<file path="src/rtl/lvs_pkg.sv">
// ----------------------------------------------------------------------------
// lvs_pkg
// Shared constants, codes and types of the LRU victim selector.
// ----------------------------------------------------------------------------
`default_nettype none

package lvs_pkg;

	// Frame count and derived widths
	localparam int NUM_FRAMES = 64;
	localparam int FRAME_W    = 6;
	localparam int LINK_W     = $clog2(NUM_FRAMES + 1);
	localparam int OPCODE_W   = 2;

	// Link value that names the list head (sentinel entry)
	localparam logic [LINK_W-1:0] SENTINEL = LINK_W'(NUM_FRAMES);

	// Operation codes
	typedef enum logic [OPCODE_W-1:0] {
		OP_UNPIN  = 2'd0,
		OP_PIN    = 2'd1,
		OP_VICTIM = 2'd2
	} op_t;

	// Controller states
	typedef enum logic {
		ST_IDLE,
		ST_EXEC
	} state_t;

	// Link RAM write request
	typedef struct packed {
		logic               en;
		logic [FRAME_W-1:0] addr;
		logic [LINK_W-1:0]  data;
	} ram_wr_t;

	// Link RAM read request (both RAMs read the same entry)
	typedef struct packed {
		logic               en;
		logic [FRAME_W-1:0] addr;
	} ram_rd_t;

	// One result beat
	typedef struct packed {
		logic               accepted;
		logic [FRAME_W-1:0] victim_frame;
		logic [LINK_W-1:0]  evictable_count;
	} result_t;

endpackage

`default_nettype wire

</file>
<file path="src/rtl/lvs_chan_if.sv">
// ----------------------------------------------------------------------------
// lvs_cmd_if / lvs_rsp_if
// Valid/ready channels for command beats and result beats.
// ----------------------------------------------------------------------------
`default_nettype none

interface lvs_cmd_if;
	import lvs_pkg::*;

	logic                valid;
	logic                ready;
	logic [OPCODE_W-1:0] opcode;
	logic [FRAME_W-1:0]  frame_num;

	modport source (output valid, output opcode, output frame_num, input ready);
	modport sink   (input valid, input opcode, input frame_num, output ready);
endinterface

interface lvs_rsp_if;
	import lvs_pkg::*;

	logic               valid;
	logic               ready;
	logic               accepted;
	logic [FRAME_W-1:0] victim_frame;
	logic [LINK_W-1:0]  evictable_count;

	modport source (output valid, output accepted, output victim_frame,
		output evictable_count, input ready);
	modport sink   (input valid, input accepted, input victim_frame,
		input evictable_count, output ready);
endinterface

`default_nettype wire

</file>
<file path="src/rtl/lvs_link_ram.sv">
// ----------------------------------------------------------------------------
// lvs_link_ram
// Simple dual-port RAM: one write port, one registered read port.
// ----------------------------------------------------------------------------
`default_nettype none

module lvs_link_ram #(
	parameter int DEPTH = 64,
	parameter int WIDTH = 7,
	parameter int AW    = $clog2(DEPTH)
) (
	input  wire logic             clk,
	input  wire logic             wr_en,
	input  wire logic [AW-1:0]    wr_addr,
	input  wire logic [WIDTH-1:0] wr_data,
	input  wire logic             rd_en,
	input  wire logic [AW-1:0]    rd_addr,
	output      logic [WIDTH-1:0] rd_data
);

	logic [WIDTH-1:0] mem [DEPTH];

	// Write port
	always_ff @(posedge clk) begin
		if (wr_en) begin
			mem[wr_addr] <= wr_data;
		end
	end

	// Registered read port
	always_ff @(posedge clk) begin
		if (rd_en) begin
			rd_data <= mem[rd_addr];
		end
	end

endmodule

`default_nettype wire

</file>
<file path="src/rtl/lvs_list_ctrl.sv">
// ----------------------------------------------------------------------------
// lvs_list_ctrl
// List sequencer: takes a command beat, reads the target's links, then
// relinks neighbors and updates head, tail, tracked bits and the count.
// ----------------------------------------------------------------------------
`default_nettype none

module lvs_list_ctrl (
	input  wire logic                          clk,
	input  wire logic                          arst_n,
	input  wire logic                          cmd_valid,
	input  wire logic [lvs_pkg::OPCODE_W-1:0]  cmd_opcode,
	input  wire logic [lvs_pkg::FRAME_W-1:0]   cmd_frame_num,
	output      logic                          cmd_ready,
	input  wire logic                          out_free,
	output      logic                          done,
	output      lvs_pkg::result_t              res,
	output      lvs_pkg::ram_rd_t              rd_req,
	input  wire logic [lvs_pkg::LINK_W-1:0]    rd_next,
	input  wire logic [lvs_pkg::LINK_W-1:0]    rd_prev,
	output      lvs_pkg::ram_wr_t              wr_next,
	output      lvs_pkg::ram_wr_t              wr_prev
);
	import lvs_pkg::*;

	state_t                  state_q, state_n;
	logic [OPCODE_W-1:0]     op_s1;
	logic [FRAME_W-1:0]      fid_s1;
	logic [LINK_W-1:0]       head_q, head_n;
	logic [LINK_W-1:0]       tail_q, tail_n;
	logic [LINK_W-1:0]       count_q, count_n;
	logic [NUM_FRAMES-1:0]   tracked_q, tracked_n;
	logic                    cmd_fire;

	assign cmd_fire = cmd_valid && cmd_ready;

	// Read the target's links as the command is taken
	always_comb begin
		rd_req.en   = cmd_fire;
		rd_req.addr = (cmd_opcode == OP_VICTIM) ? tail_q[FRAME_W-1:0] : cmd_frame_num;
	end

	// Next state, list update and result
	always_comb begin
		logic [FRAME_W-1:0] tgt;
		logic [LINK_W-1:0]  tgt_l;
		logic [LINK_W-1:0]  p;
		logic [LINK_W-1:0]  n;
		logic               hit;

		state_n   = state_q;
		head_n    = head_q;
		tail_n    = tail_q;
		count_n   = count_q;
		tracked_n = tracked_q;
		cmd_ready = (state_q == ST_IDLE);
		done      = 1'b0;
		wr_next   = '0;
		wr_prev   = '0;
		res       = '0;

		tgt   = (op_s1 == OP_VICTIM) ? tail_q[FRAME_W-1:0] : fid_s1;
		tgt_l = {1'b0, tgt};
		// Head has no predecessor and tail no successor but the sentinel
		p     = (tgt_l == head_q) ? SENTINEL : rd_prev;
		n     = (tgt_l == tail_q) ? SENTINEL : rd_next;
		hit   = 1'b0;

		case (state_q)
			ST_IDLE: begin
				if (cmd_fire) begin
					state_n = ST_EXEC;
				end
			end
			ST_EXEC: begin
				if (out_free) begin
					state_n = ST_IDLE;
					done    = 1'b1;
					case (op_s1)
						OP_UNPIN: begin
							hit = !tracked_q[fid_s1];
							if (hit) begin
								// Link in at the most-recent end
								wr_next.en   = 1'b1;
								wr_next.addr = fid_s1;
								wr_next.data = head_q;
								if (head_q == SENTINEL) begin
									tail_n = {1'b0, fid_s1};
								end else begin
									wr_prev.en   = 1'b1;
									wr_prev.addr = head_q[FRAME_W-1:0];
									wr_prev.data = {1'b0, fid_s1};
								end
								head_n            = {1'b0, fid_s1};
								tracked_n[fid_s1] = 1'b1;
								count_n           = count_q + 1'b1;
							end
						end
						OP_PIN, OP_VICTIM: begin
							hit = (op_s1 == OP_PIN) ? tracked_q[fid_s1] : (count_q != '0);
							if (hit) begin
								// Splice the target out of the list
								if (p == SENTINEL) begin
									head_n = n;
								end else begin
									wr_next.en   = 1'b1;
									wr_next.addr = p[FRAME_W-1:0];
									wr_next.data = n;
								end
								if (n == SENTINEL) begin
									tail_n = p;
								end else begin
									wr_prev.en   = 1'b1;
									wr_prev.addr = n[FRAME_W-1:0];
									wr_prev.data = p;
								end
								tracked_n[tgt] = 1'b0;
								count_n        = count_q - 1'b1;
								if (op_s1 == OP_VICTIM) begin
									res.victim_frame = tgt;
								end
							end
						end
						default: begin
							hit = 1'b0;
						end
					endcase
					res.accepted        = hit;
					res.evictable_count = count_n;
				end
			end
			default: begin
				state_n = ST_IDLE;
			end
		endcase
	end

	// Control state
	always_ff @(posedge clk or negedge arst_n) begin
		if (!arst_n) begin
			state_q   <= ST_IDLE;
			head_q    <= SENTINEL;
			tail_q    <= SENTINEL;
			count_q   <= '0;
			tracked_q <= '0;
		end else begin
			state_q   <= state_n;
			head_q    <= head_n;
			tail_q    <= tail_n;
			count_q   <= count_n;
			tracked_q <= tracked_n;
		end
	end

	// Hold the command for the execute cycle
	always_ff @(posedge clk) begin
		if (cmd_fire) begin
			op_s1  <= cmd_opcode;
			fid_s1 <= cmd_frame_num;
		end
	end

endmodule

`default_nettype wire

</file>
<file path="src/rtl/lru_victim_selector_core.sv">
// ----------------------------------------------------------------------------
// lru_victim_selector_core
// LRU replacement tracker for a buffer pool of 64 frames. Evictable frames
// sit in a doubly linked list whose next and prev links live in two 64-entry
// RAMs; the list head, tail, per-frame tracked bits and the count are held
// in flip-flops. Unpin adds an untracked frame at the most-recent end, pin
// drops a tracked frame, victim removes and returns the least-recent frame.
// Each command is accepted in the idle state, where the target's links are
// read from the registered read port of the link RAMs, and completed in
// the execute state, which writes the neighbors' links back. No command is
// accepted while one is executing. Results pass through an output register,
// so a new command is taken while a result waits; the execute cycle holds
// until that register frees. No clearing pass is needed after reset.
// ----------------------------------------------------------------------------
`default_nettype none

module lru_victim_selector_core (
	input wire logic clk,
	input wire logic arst_n,
	lvs_cmd_if.sink   cmd,
	lvs_rsp_if.source rsp
);
	import lvs_pkg::*;

	ram_rd_t             rd_req;
	ram_wr_t             wr_next;
	ram_wr_t             wr_prev;
	logic [LINK_W-1:0]   rd_next;
	logic [LINK_W-1:0]   rd_prev;
	logic                done;
	logic                out_free;
	result_t             res;
	logic                out_valid_q;
	result_t             out_q;

	assign out_free = !out_valid_q || rsp.ready;

	lvs_list_ctrl u_ctrl (
		.clk           (clk),
		.arst_n        (arst_n),
		.cmd_valid     (cmd.valid),
		.cmd_opcode    (cmd.opcode),
		.cmd_frame_num (cmd.frame_num),
		.cmd_ready     (cmd.ready),
		.out_free      (out_free),
		.done          (done),
		.res           (res),
		.rd_req        (rd_req),
		.rd_next       (rd_next),
		.rd_prev       (rd_prev),
		.wr_next       (wr_next),
		.wr_prev       (wr_prev)
	);

	lvs_link_ram #(.DEPTH(NUM_FRAMES), .WIDTH(LINK_W)) u_next_ram (
		.clk     (clk),
		.wr_en   (wr_next.en),
		.wr_addr (wr_next.addr),
		.wr_data (wr_next.data),
		.rd_en   (rd_req.en),
		.rd_addr (rd_req.addr),
		.rd_data (rd_next)
	);

	lvs_link_ram #(.DEPTH(NUM_FRAMES), .WIDTH(LINK_W)) u_prev_ram (
		.clk     (clk),
		.wr_en   (wr_prev.en),
		.wr_addr (wr_prev.addr),
		.wr_data (wr_prev.data),
		.rd_en   (rd_req.en),
		.rd_addr (rd_req.addr),
		.rd_data (rd_prev)
	);

	// Result beat valid: set on completion, drop when taken
	always_ff @(posedge clk or negedge arst_n) begin
		if (!arst_n) begin
			out_valid_q <= 1'b0;
		end else if (done) begin
			out_valid_q <= 1'b1;
		end else if (rsp.ready) begin
			out_valid_q <= 1'b0;
		end
	end

	// Result payload
	always_ff @(posedge clk) begin
		if (done) begin
			out_q <= res;
		end
	end

	assign rsp.valid           = out_valid_q;
	assign rsp.accepted        = out_q.accepted;
	assign rsp.victim_frame    = out_q.victim_frame;
	assign rsp.evictable_count = out_q.evictable_count;

endmodule

`default_nettype wire

</file>
<file path="src/flat_wrapper.sv">
// flat-port wrapper written by rule: the top's interface ports become plain ports
module lru_victim_selector_core_flat import lvs_pkg::*;
  (clk, arst_n, cmd_valid, cmd_opcode, cmd_frame_num, cmd_ready, rsp_valid, rsp_accepted, rsp_victim_frame, rsp_evictable_count, rsp_ready);
  lvs_cmd_if cmd_i ();
  lvs_rsp_if rsp_i ();
  input wire logic clk;
  input wire logic arst_n;
  input wire logic [$bits(cmd_i.valid)-1:0] cmd_valid;
  input wire logic [$bits(cmd_i.opcode)-1:0] cmd_opcode;
  input wire logic [$bits(cmd_i.frame_num)-1:0] cmd_frame_num;
  output wire logic [$bits(cmd_i.ready)-1:0] cmd_ready;
  output wire logic [$bits(rsp_i.valid)-1:0] rsp_valid;
  output wire logic [$bits(rsp_i.accepted)-1:0] rsp_accepted;
  output wire logic [$bits(rsp_i.victim_frame)-1:0] rsp_victim_frame;
  output wire logic [$bits(rsp_i.evictable_count)-1:0] rsp_evictable_count;
  input wire logic [$bits(rsp_i.ready)-1:0] rsp_ready;
  assign cmd_i.valid = cmd_valid;
  assign cmd_i.opcode = cmd_opcode;
  assign cmd_i.frame_num = cmd_frame_num;
  assign cmd_ready = cmd_i.ready;
  assign rsp_valid = rsp_i.valid;
  assign rsp_accepted = rsp_i.accepted;
  assign rsp_victim_frame = rsp_i.victim_frame;
  assign rsp_evictable_count = rsp_i.evictable_count;
  assign rsp_i.ready = rsp_ready;
  lru_victim_selector_core u_core (.clk(clk), .arst_n(arst_n), .cmd(cmd_i), .rsp(rsp_i));
endmodule
</file>
<file path="config.mk">
export PLATFORM = sky130hd
export DESIGN_NAME = lru_victim_selector_core_flat
export DESIGN_NICKNAME = d
export VERILOG_FILES = /design/src/rtl/lvs_pkg.sv /design/src/rtl/lvs_chan_if.sv /design/src/rtl/lvs_link_ram.sv /design/src/rtl/lvs_list_ctrl.sv /design/src/rtl/lru_victim_selector_core.sv /design/src/flat_wrapper.sv
export SDC_FILE = /design/constraint.sdc
export NUM_CORES = 1
export LEC_CHECK = 0
export ABC_CLOCK_PERIOD_IN_PS = 6040
export BUFFER_PORTS_ARGS = -buffer_cell sky130_fd_sc_hd__clkbuf_2
export CAP_MARGIN = 20
export CORE_ASPECT_RATIO = 1.2
export CORE_MARGIN = 5
export CORE_UTILIZATION = 50
export CTS_CLUSTER_DIAMETER = 100
export CTS_CLUSTER_SIZE = 40
export DETAILED_ROUTE_END_ITERATION = 10
export GPL_TIMING_DRIVEN = 0
export PLACE_DENSITY = 0.65
export REMOVE_ABC_BUFFERS = 1
export SLEW_MARGIN = 20
export SYNTH_ARGS = -nofsm -noshare
export SYNTH_HDL_FRONTEND = slang
export SYNTH_SLANG_ARGS = --single-unit
</file>
<file path="constraint.sdc">
create_clock -name clk -period 6.04 [get_ports clk]
set_clock_uncertainty 0.05 [all_clocks]
set_input_delay 1.208 -clock clk [delete_from_list [all_inputs] [get_ports clk]]
set_output_delay 1.208 -clock clk [all_outputs]
set_load 0.02 [all_outputs]
</file>
# After elaboration in Yosys (flattened, before gate mapping)
# Memories as Yosys holds them, arrays and structs flattened. A register that Yosys moved wholly into a read port is not among the register bits.
# Index checks and enable logic that the tools add are counted.
[op_classes]
mux = 51
n_bitwise = 4
order_cmp = 4
n_reduce_logical = 16
add_sub_neg = 2
eq_ne = 13
[ops]
columns = ["op", "n"]
rows = [
  ["$mux 14", 11],
  ["$mux 64", 2],
  ["$pmux 64 s2", 1],
  ["$mux 7", 11],
  ["$and 64x64->64", 1],
  ["$not 64->64", 1],
  ["$or 64x64->64", 1],
  ["$pmux 14 s2", 2],
  ["$pmux 7 s2", 3],
  ["$eq 7x7->1 const B", 3],
  ["$eq 6x7->1", 2],
  ["$lt 6x7->1 const B", 2],
  ["$mux 1", 14],
  ["$demux 1 s6", 2],
  ["$ge 6x1->1 const B", 2],
  ["$mux 6", 2],
  ["$ne 2x2->1 const B", 5],
  ["$reduce_and 5->1", 2],
  ["$add 7x1->7 const B", 1],
  ["$reduce_and 7->1", 1],
  ["$reduce_bool 7->1", 1],
  ["$sub 7x1->7 const B", 1],
  ["$bmux 1 s6", 1],
  ["$reduce_and 6->1", 1],
  ["other kinds (11)", 17],
]
[word_totals]
out_inout_bits = 16
mem_count = 2
ram_bits = 896
register_bits = 109
inputBits = 12
word_cells = 103
[mem_list]
columns = ["memory", "words", "width", "rd", "rd_ports_with_merged_regs", "wr", "line_no", "text"]
rows = [
  ["u_core.u_next_ram.mem", 64, 7, 1, 1, 1, "lvs_link_ram.sv:21", "logic [WIDTH-1:0] mem [DEPTH];"],
  ["u_core.u_prev_ram.mem", 64, 7, 1, 1, 1, "lvs_link_ram.sv:21", ""],
]

# Depth between registers and ports, before layout
[logic_depth]
depth_word = 12
depth_mapped = 14
depth_no_buf = 10

# Hierarchy
# Synthesis repeated with hierarchy kept, for this count alone.
[unflattened]
hier_cells = 2347
hier_area_um2 = 42026.6
[modules_own_cells]
columns = ["module", "area_per_inst_um2", "cells_each", "n_inst", "seq_area_each_um2"]
rows = [
  ["lvs_link_ram", 17705.7, 827, 2, 13663.1],
  ["lvs_list_ctrl", 6147.1, 676, 1, 2394.8],
  ["lru_victim_selector_core", 467.9, 17, 1, 445.4],
]

# Worst setup path after synthesis
# Ideal clock, no wire load.
[synth_timing]
path_kind = "input -> register"
start = "input rsp_ready"
end = "memory u_core.u_next_ram.mem[0][0], data pin"
n_path_buf = 3
path_slack_ns = 0.237
path_stages = 8
required_time_ns = 5.268
arrival_ns = 5.031
setup_time_ns = 0.722
cell_sequence = "nand2b_1 > nand2_1 > inv_1 > nand2b_1 > clkbuf_1 > clkbuf_1 > clkbuf_1 > a211oi_1"
[synth_rtl]
columns = ["element", "line_no", "text"]
rows = [
  ["from (decl)", "flat_wrapper.sv:16", "input wire logic [$bits(rsp_i.ready)-1:0] rsp_ready;"],
  ["to (decl)", "lvs_link_ram.sv:21", ""],
]

# Worst setup path in the final report
[layout_timing]
start = "register u_core.u_ctrl.fid_s1[1]"
end = "memory u_core.u_prev_ram.mem[19][4], enable pin"
[layout_between]
elab_chain_cells = 11
word_cells_on_any_way = 15
cone_classes = "eq/ne (2); mux (13)"
[layout_lines]
columns = ["element", "line_no", "text"]
rows = [
  ["from (decl)", "lvs_list_ctrl.sv:28", "logic [FRAME_W-1:0] fid_s1;"],
  ["from (signal assigned)", "lvs_list_ctrl.sv:159", "fid_s1 <= cmd_frame_num;"],
  ["$mux 6", "lvs_list_ctrl.sv:62", "tgt = (op_s1 == OP_VICTIM) ? tail_q[FRAME_W-1:0] : fid_s1;"],
  ["$eq 6x7->1", "lvs_list_ctrl.sv:66", "n = (tgt_l == tail_q) ? SENTINEL : rd_next;"],
  ["$mux 7", "lvs_list_ctrl.sv:66", ""],
  ["$eq 7x7->1", "lvs_list_ctrl.sv:110", "if (n == SENTINEL) begin"],
  ["$mux 14", "lvs_list_ctrl.sv:110", ""],
  ["$mux 14", "lvs_list_ctrl.sv:101", "if (hit) begin"],
  ["$pmux 14 s2 *", "lvs_list_ctrl.sv:79", "case (op_s1)"],
  ["$mux 14 *", "lvs_list_ctrl.sv:76", "if (out_free) begin"],
  ["$mux 14 *", "lvs_list_ctrl.sv:69", "case (state_q)"],
  ["$mux 1", "lvs_link_ram.sv:25", "if (wr_en) begin"],
  ["$mux 1 (implied by the code)", "lvs_link_ram.sv:26", "mem[wr_addr] <= wr_data;"],
  ["to (decl)", "lvs_link_ram.sv:21", ""],
]
# Every way passes the cells marked *; elsewhere a longest branch is shown, timed or not. The select of a mux whose other input is x is not followed.

==> flow_summary.yaml <==
clocking:
  postCtsSetupBuffers: 0
  cts_root_buf: "clkbuf_16"
  clock_latency_ns: 0.63
  clkSinkCount: 1019
  cts_tree: "yes"
  cts-htree-levels: 2
  worst_setup_hold_path_clk_slew_ns: 0.13
  cts_hold_buf: 0
  cts_buffer_depth: 3
  numCtsBuffers: 34
sta:
  worst_slew_pin_slew_ns: 1.18
  fin_crit_sh: 0.969
  grt_setup_unrepaired: "false"
  finalSetupViolations: 0
  fmax_ghz: 0.171
  min_period_ns: 5.85
  hold_viol: 0
  slew_headroom: 0.206
  tns_ns: 0
  finalMaxSlewViolations: 0
routing:
  drt-total-wl_um: 102000
  via_per_inst: 6.39
  vias: 23400
  drc_errors: 0
  drt-initial-drc-count: 2783
  wl_per_cell_um: 27.9
  drt_pre_antenna_iters: 10
  antenna_left: 0
synthesis:
  synth-seq-area-share: 0.711
  syn_area_sq_um: 42500
  ys_types: 84
  synth-edff-count: 932
  avgSynthCellArea_sq_um: 16.9
  ys_warn_count: 0
  async_reset_ff_frac: 0.0854
  postSynthCellCount: 2510
  synth-seq-cells: 1019
  synth-main-ff-cell: "edfxtp_1"
critical_path:
  critPathMaxStageDelay_ns: 1.06
  critPathArrivalTime_ns: 6.15
  cp.required_ns: 6.33
  critPathLaunchType: "flip-flop"
  crit_type: "flip-flop to flip-flop"
  critical_path.max_fanout: 22
  cp-end-kind: "flip-flop"
  crit_family: "simple AND/OR/NAND/NOR gates"
  cp_slowest_cell: "edfxtp_1"
  worstPathCellList: "nor2b_2 -> a22oi_1 -> nand3_1 -> nand4_1 -> nor3_4 -> a32oi_1 -> nand4b_1 -> nor3_1 -> clkbuf_2"
  path_buf_inv: 1
placement:
  place_congestion: 0.883
  dp_cells: 3610
  dpl.hpwl_um: 69400
  port-buffer-count: 27
floorplanning:
  design.die.area_sq_um: 90900
  rows: 117
  fp.dieH_um: 329
  start_util: 0.502
  fp.coreArea_sq_um: 84600
  ioPinCount: 28
  dieWidth_um: 276
global_route:
  antenna_found_initial: 0
  grt_pass1_wl_um: 154000
  grt_max_degree: 86
  grt_pass1_vias: 24100
  grt_usage: 0.221
  gr-total-overflow: 0
cells_and_area:
  seq_area_sq_um: 30200
  multi_input_area_sq_um: 11900
  post-route-util: 0.556
  antenna_cells: 0
  fin_cells: 3666
  fillers: 6514
  fin_nets: 2540
  drive_gt1_frac: 0.192
  syn_to_final_growth_pct: 10.9
job:
  cap_viol_max_count: 0
pwr:
  internal-power_mw: 11.1
  switching_share: 0.314
  fin_total_pwr_mw: 16.2
  total_leakage_power_nw: 15.2
  power_frac_comb: 0.270
  power.switching_mw: 5.09
  power.share.sequential: 0.530
  clock_power_share: 0.200
  ir_drop_mv: 0.301
  power_density_nw_per_um2: 345
min_path:
  hold_path_class: "input pin to asynchronous set/reset pin"
run_status:
  outcome: "completed"
## state kept, by name, indices dropped and copies added, names as in the netlist
| name | count |
|---|---|
| u_core.u_ctrl.state_q | 1 |
| u_core.rsp.valid | 1 |
| u_core.u_ctrl.fid_s1 | 6 |
| u_core.u_ctrl.count_q | 7 |
| u_core.rsp.accepted | 1 |
| u_core.u_prev_ram.mem | 448 |
| u_core.u_ctrl.op_s1 | 2 |
| u_core.u_prev_ram.rd_data | 7 |
| u_core.u_ctrl.tracked_q | 64 |
| u_core.rsp.evictable_count | 7 |
| u_core.u_ctrl.tail_q | 7 |
| u_core.rsp.victim_frame | 6 |
| u_core.u_next_ram.mem | 448 |
| u_core.u_ctrl.head_q | 7 |
| u_core.u_next_ram.rd_data | 7 |
## cells in the final DEF (no fill, tap or decap), drive strengths merged, types with 52 or more instances in the layout
master,count
a211oi,78
a21oi,142
and2,70
buf,96
clkbuf,69
dfrtp,85
edfxtp,932
mux2i,52
mux4,224
nand2,186
nor2,171
## layout make-up
type                    instances  share of cell area
clock buffers                  40              0.0192
clock inverters                11             0.00380
inverters                      33             0.00263
multi-input cells            1308               0.252
flip-flops and latches       1019               0.641
well taps                    1130              0.0300
repair buffers                125              0.0515
## metrics by stage
stage               worst slack [ns]  cell area [sq um]  hold WS (ns)
floorplan                     -18.24              41800         0.412
global placement              -29.10              43300         0.443
CTS                          -0.0258              47000         0.310
finish                         0.186              47100         0.336
detailed placement            -0.289              45900         0.440
global route                   0.149              47100         0.305
## what timing repair did
item | 4_1_cts | 5_1_grt
endpoints found under the setup margin | 14 | 24
resized for setup | 1 | 0
gates cloned | 0 | 1
pin swaps | 0 | 1
## kinds of logic after synthesis
group,count (synthesis),share of synthesized area
flip-flops,1019,0.711
AND/OR/NAND/NOR,592,0.0666
AO/OA/AOI/OAI,411,0.0655
multiplexers,285,0.134
buffers and inverters,184,0.0190
XOR/XNOR,12,0.00248
adder cells (fa/ha/maj),7,0.00206
## power by group through the flow
| stage | Combinational (mW) | Clock (mW) | Sequential, mW |
|---|---|---|---|
| 2_1_floorplan | 3.11 | 0 | 8.72 |
| 3_3_place_gp | 4.42 | 0 | 8.83 |
| 3_5_place_dp | 4.33 | 0 | 8.74 |
| 4_1_cts | 4.35 | 3.31 | 8.58 |
| 5_1_grt | 4.64 | 3.54 | 8.62 |
| 6_report | 4.38 | 3.25 | 8.60 |
## worst paths after layout
path,endpoint,slack (ns),start,cells past startpoint
max,u_core.u_prev_ram.mem[19][4],0.19,u_core.u_ctrl.fid_s1[1],9
min,u_core.u_ctrl.state_q,0.34,arst_n,1
max reg2reg,u_core.u_prev_ram.mem[19][4],0.19,u_core.u_ctrl.fid_s1[1],9
min reg2reg,u_core.u_ctrl.tracked_q[6],0.47,u_core.u_ctrl.tracked_q[6],2
max in group asynchronous,u_core.u_ctrl.tracked_q[22],4.96,arst_n,2
min in group clk,u_core.u_ctrl.tracked_q[6],0.47,u_core.u_ctrl.tracked_q[6],2
## Yosys cell counts (all sizes together) (4+ instances only)
library cell	instances	area share
nor2b	8	0.0013
dfrtp	85	0.050
a21oi	142	0.017
clkbuf	92	0.0081
a21o	7	0.0012
o31ai	8	0.0014
nor3	49	0.0062
o21a	5	0.00088
nor2	171	0.015
xor2	6	0.0012
a22oi	25	0.0044
o211ai	5	0.00088
a32oi	7	0.0016
and2	70	0.010
xnor2	6	0.0012
nand4	11	0.0016
or4	4	0.00071
mux2i	52	0.012
ha	7	0.0021
o21ai	25	0.0029
o22ai	9	0.0013
edfxtp	932	0.66
a311oi	31	0.0064
mux2	9	0.0027
a211oi	78	0.014
a31oi	38	0.0059
nand3	37	0.0044
and3	6	0.00088
nor4	20	0.0035
mux4	224	0.12
nand2	186	0.017
inv	33	0.0029
buf	59	0.0079
nand2b	10	0.0015
## routing by layer
layer | part of all wire | up-vias | global-route usage
met5 | 0 | - | 0
met4 | 0.034 | 0 | 0.0695
met3 | 0.066 | 208 | 0.0298
met2 | 0.51 | 995 | 0.382
met1 | 0.39 | 12200 | 0.298
li1 | - | 10000 | -
Power figures use the tool's default switching activity.
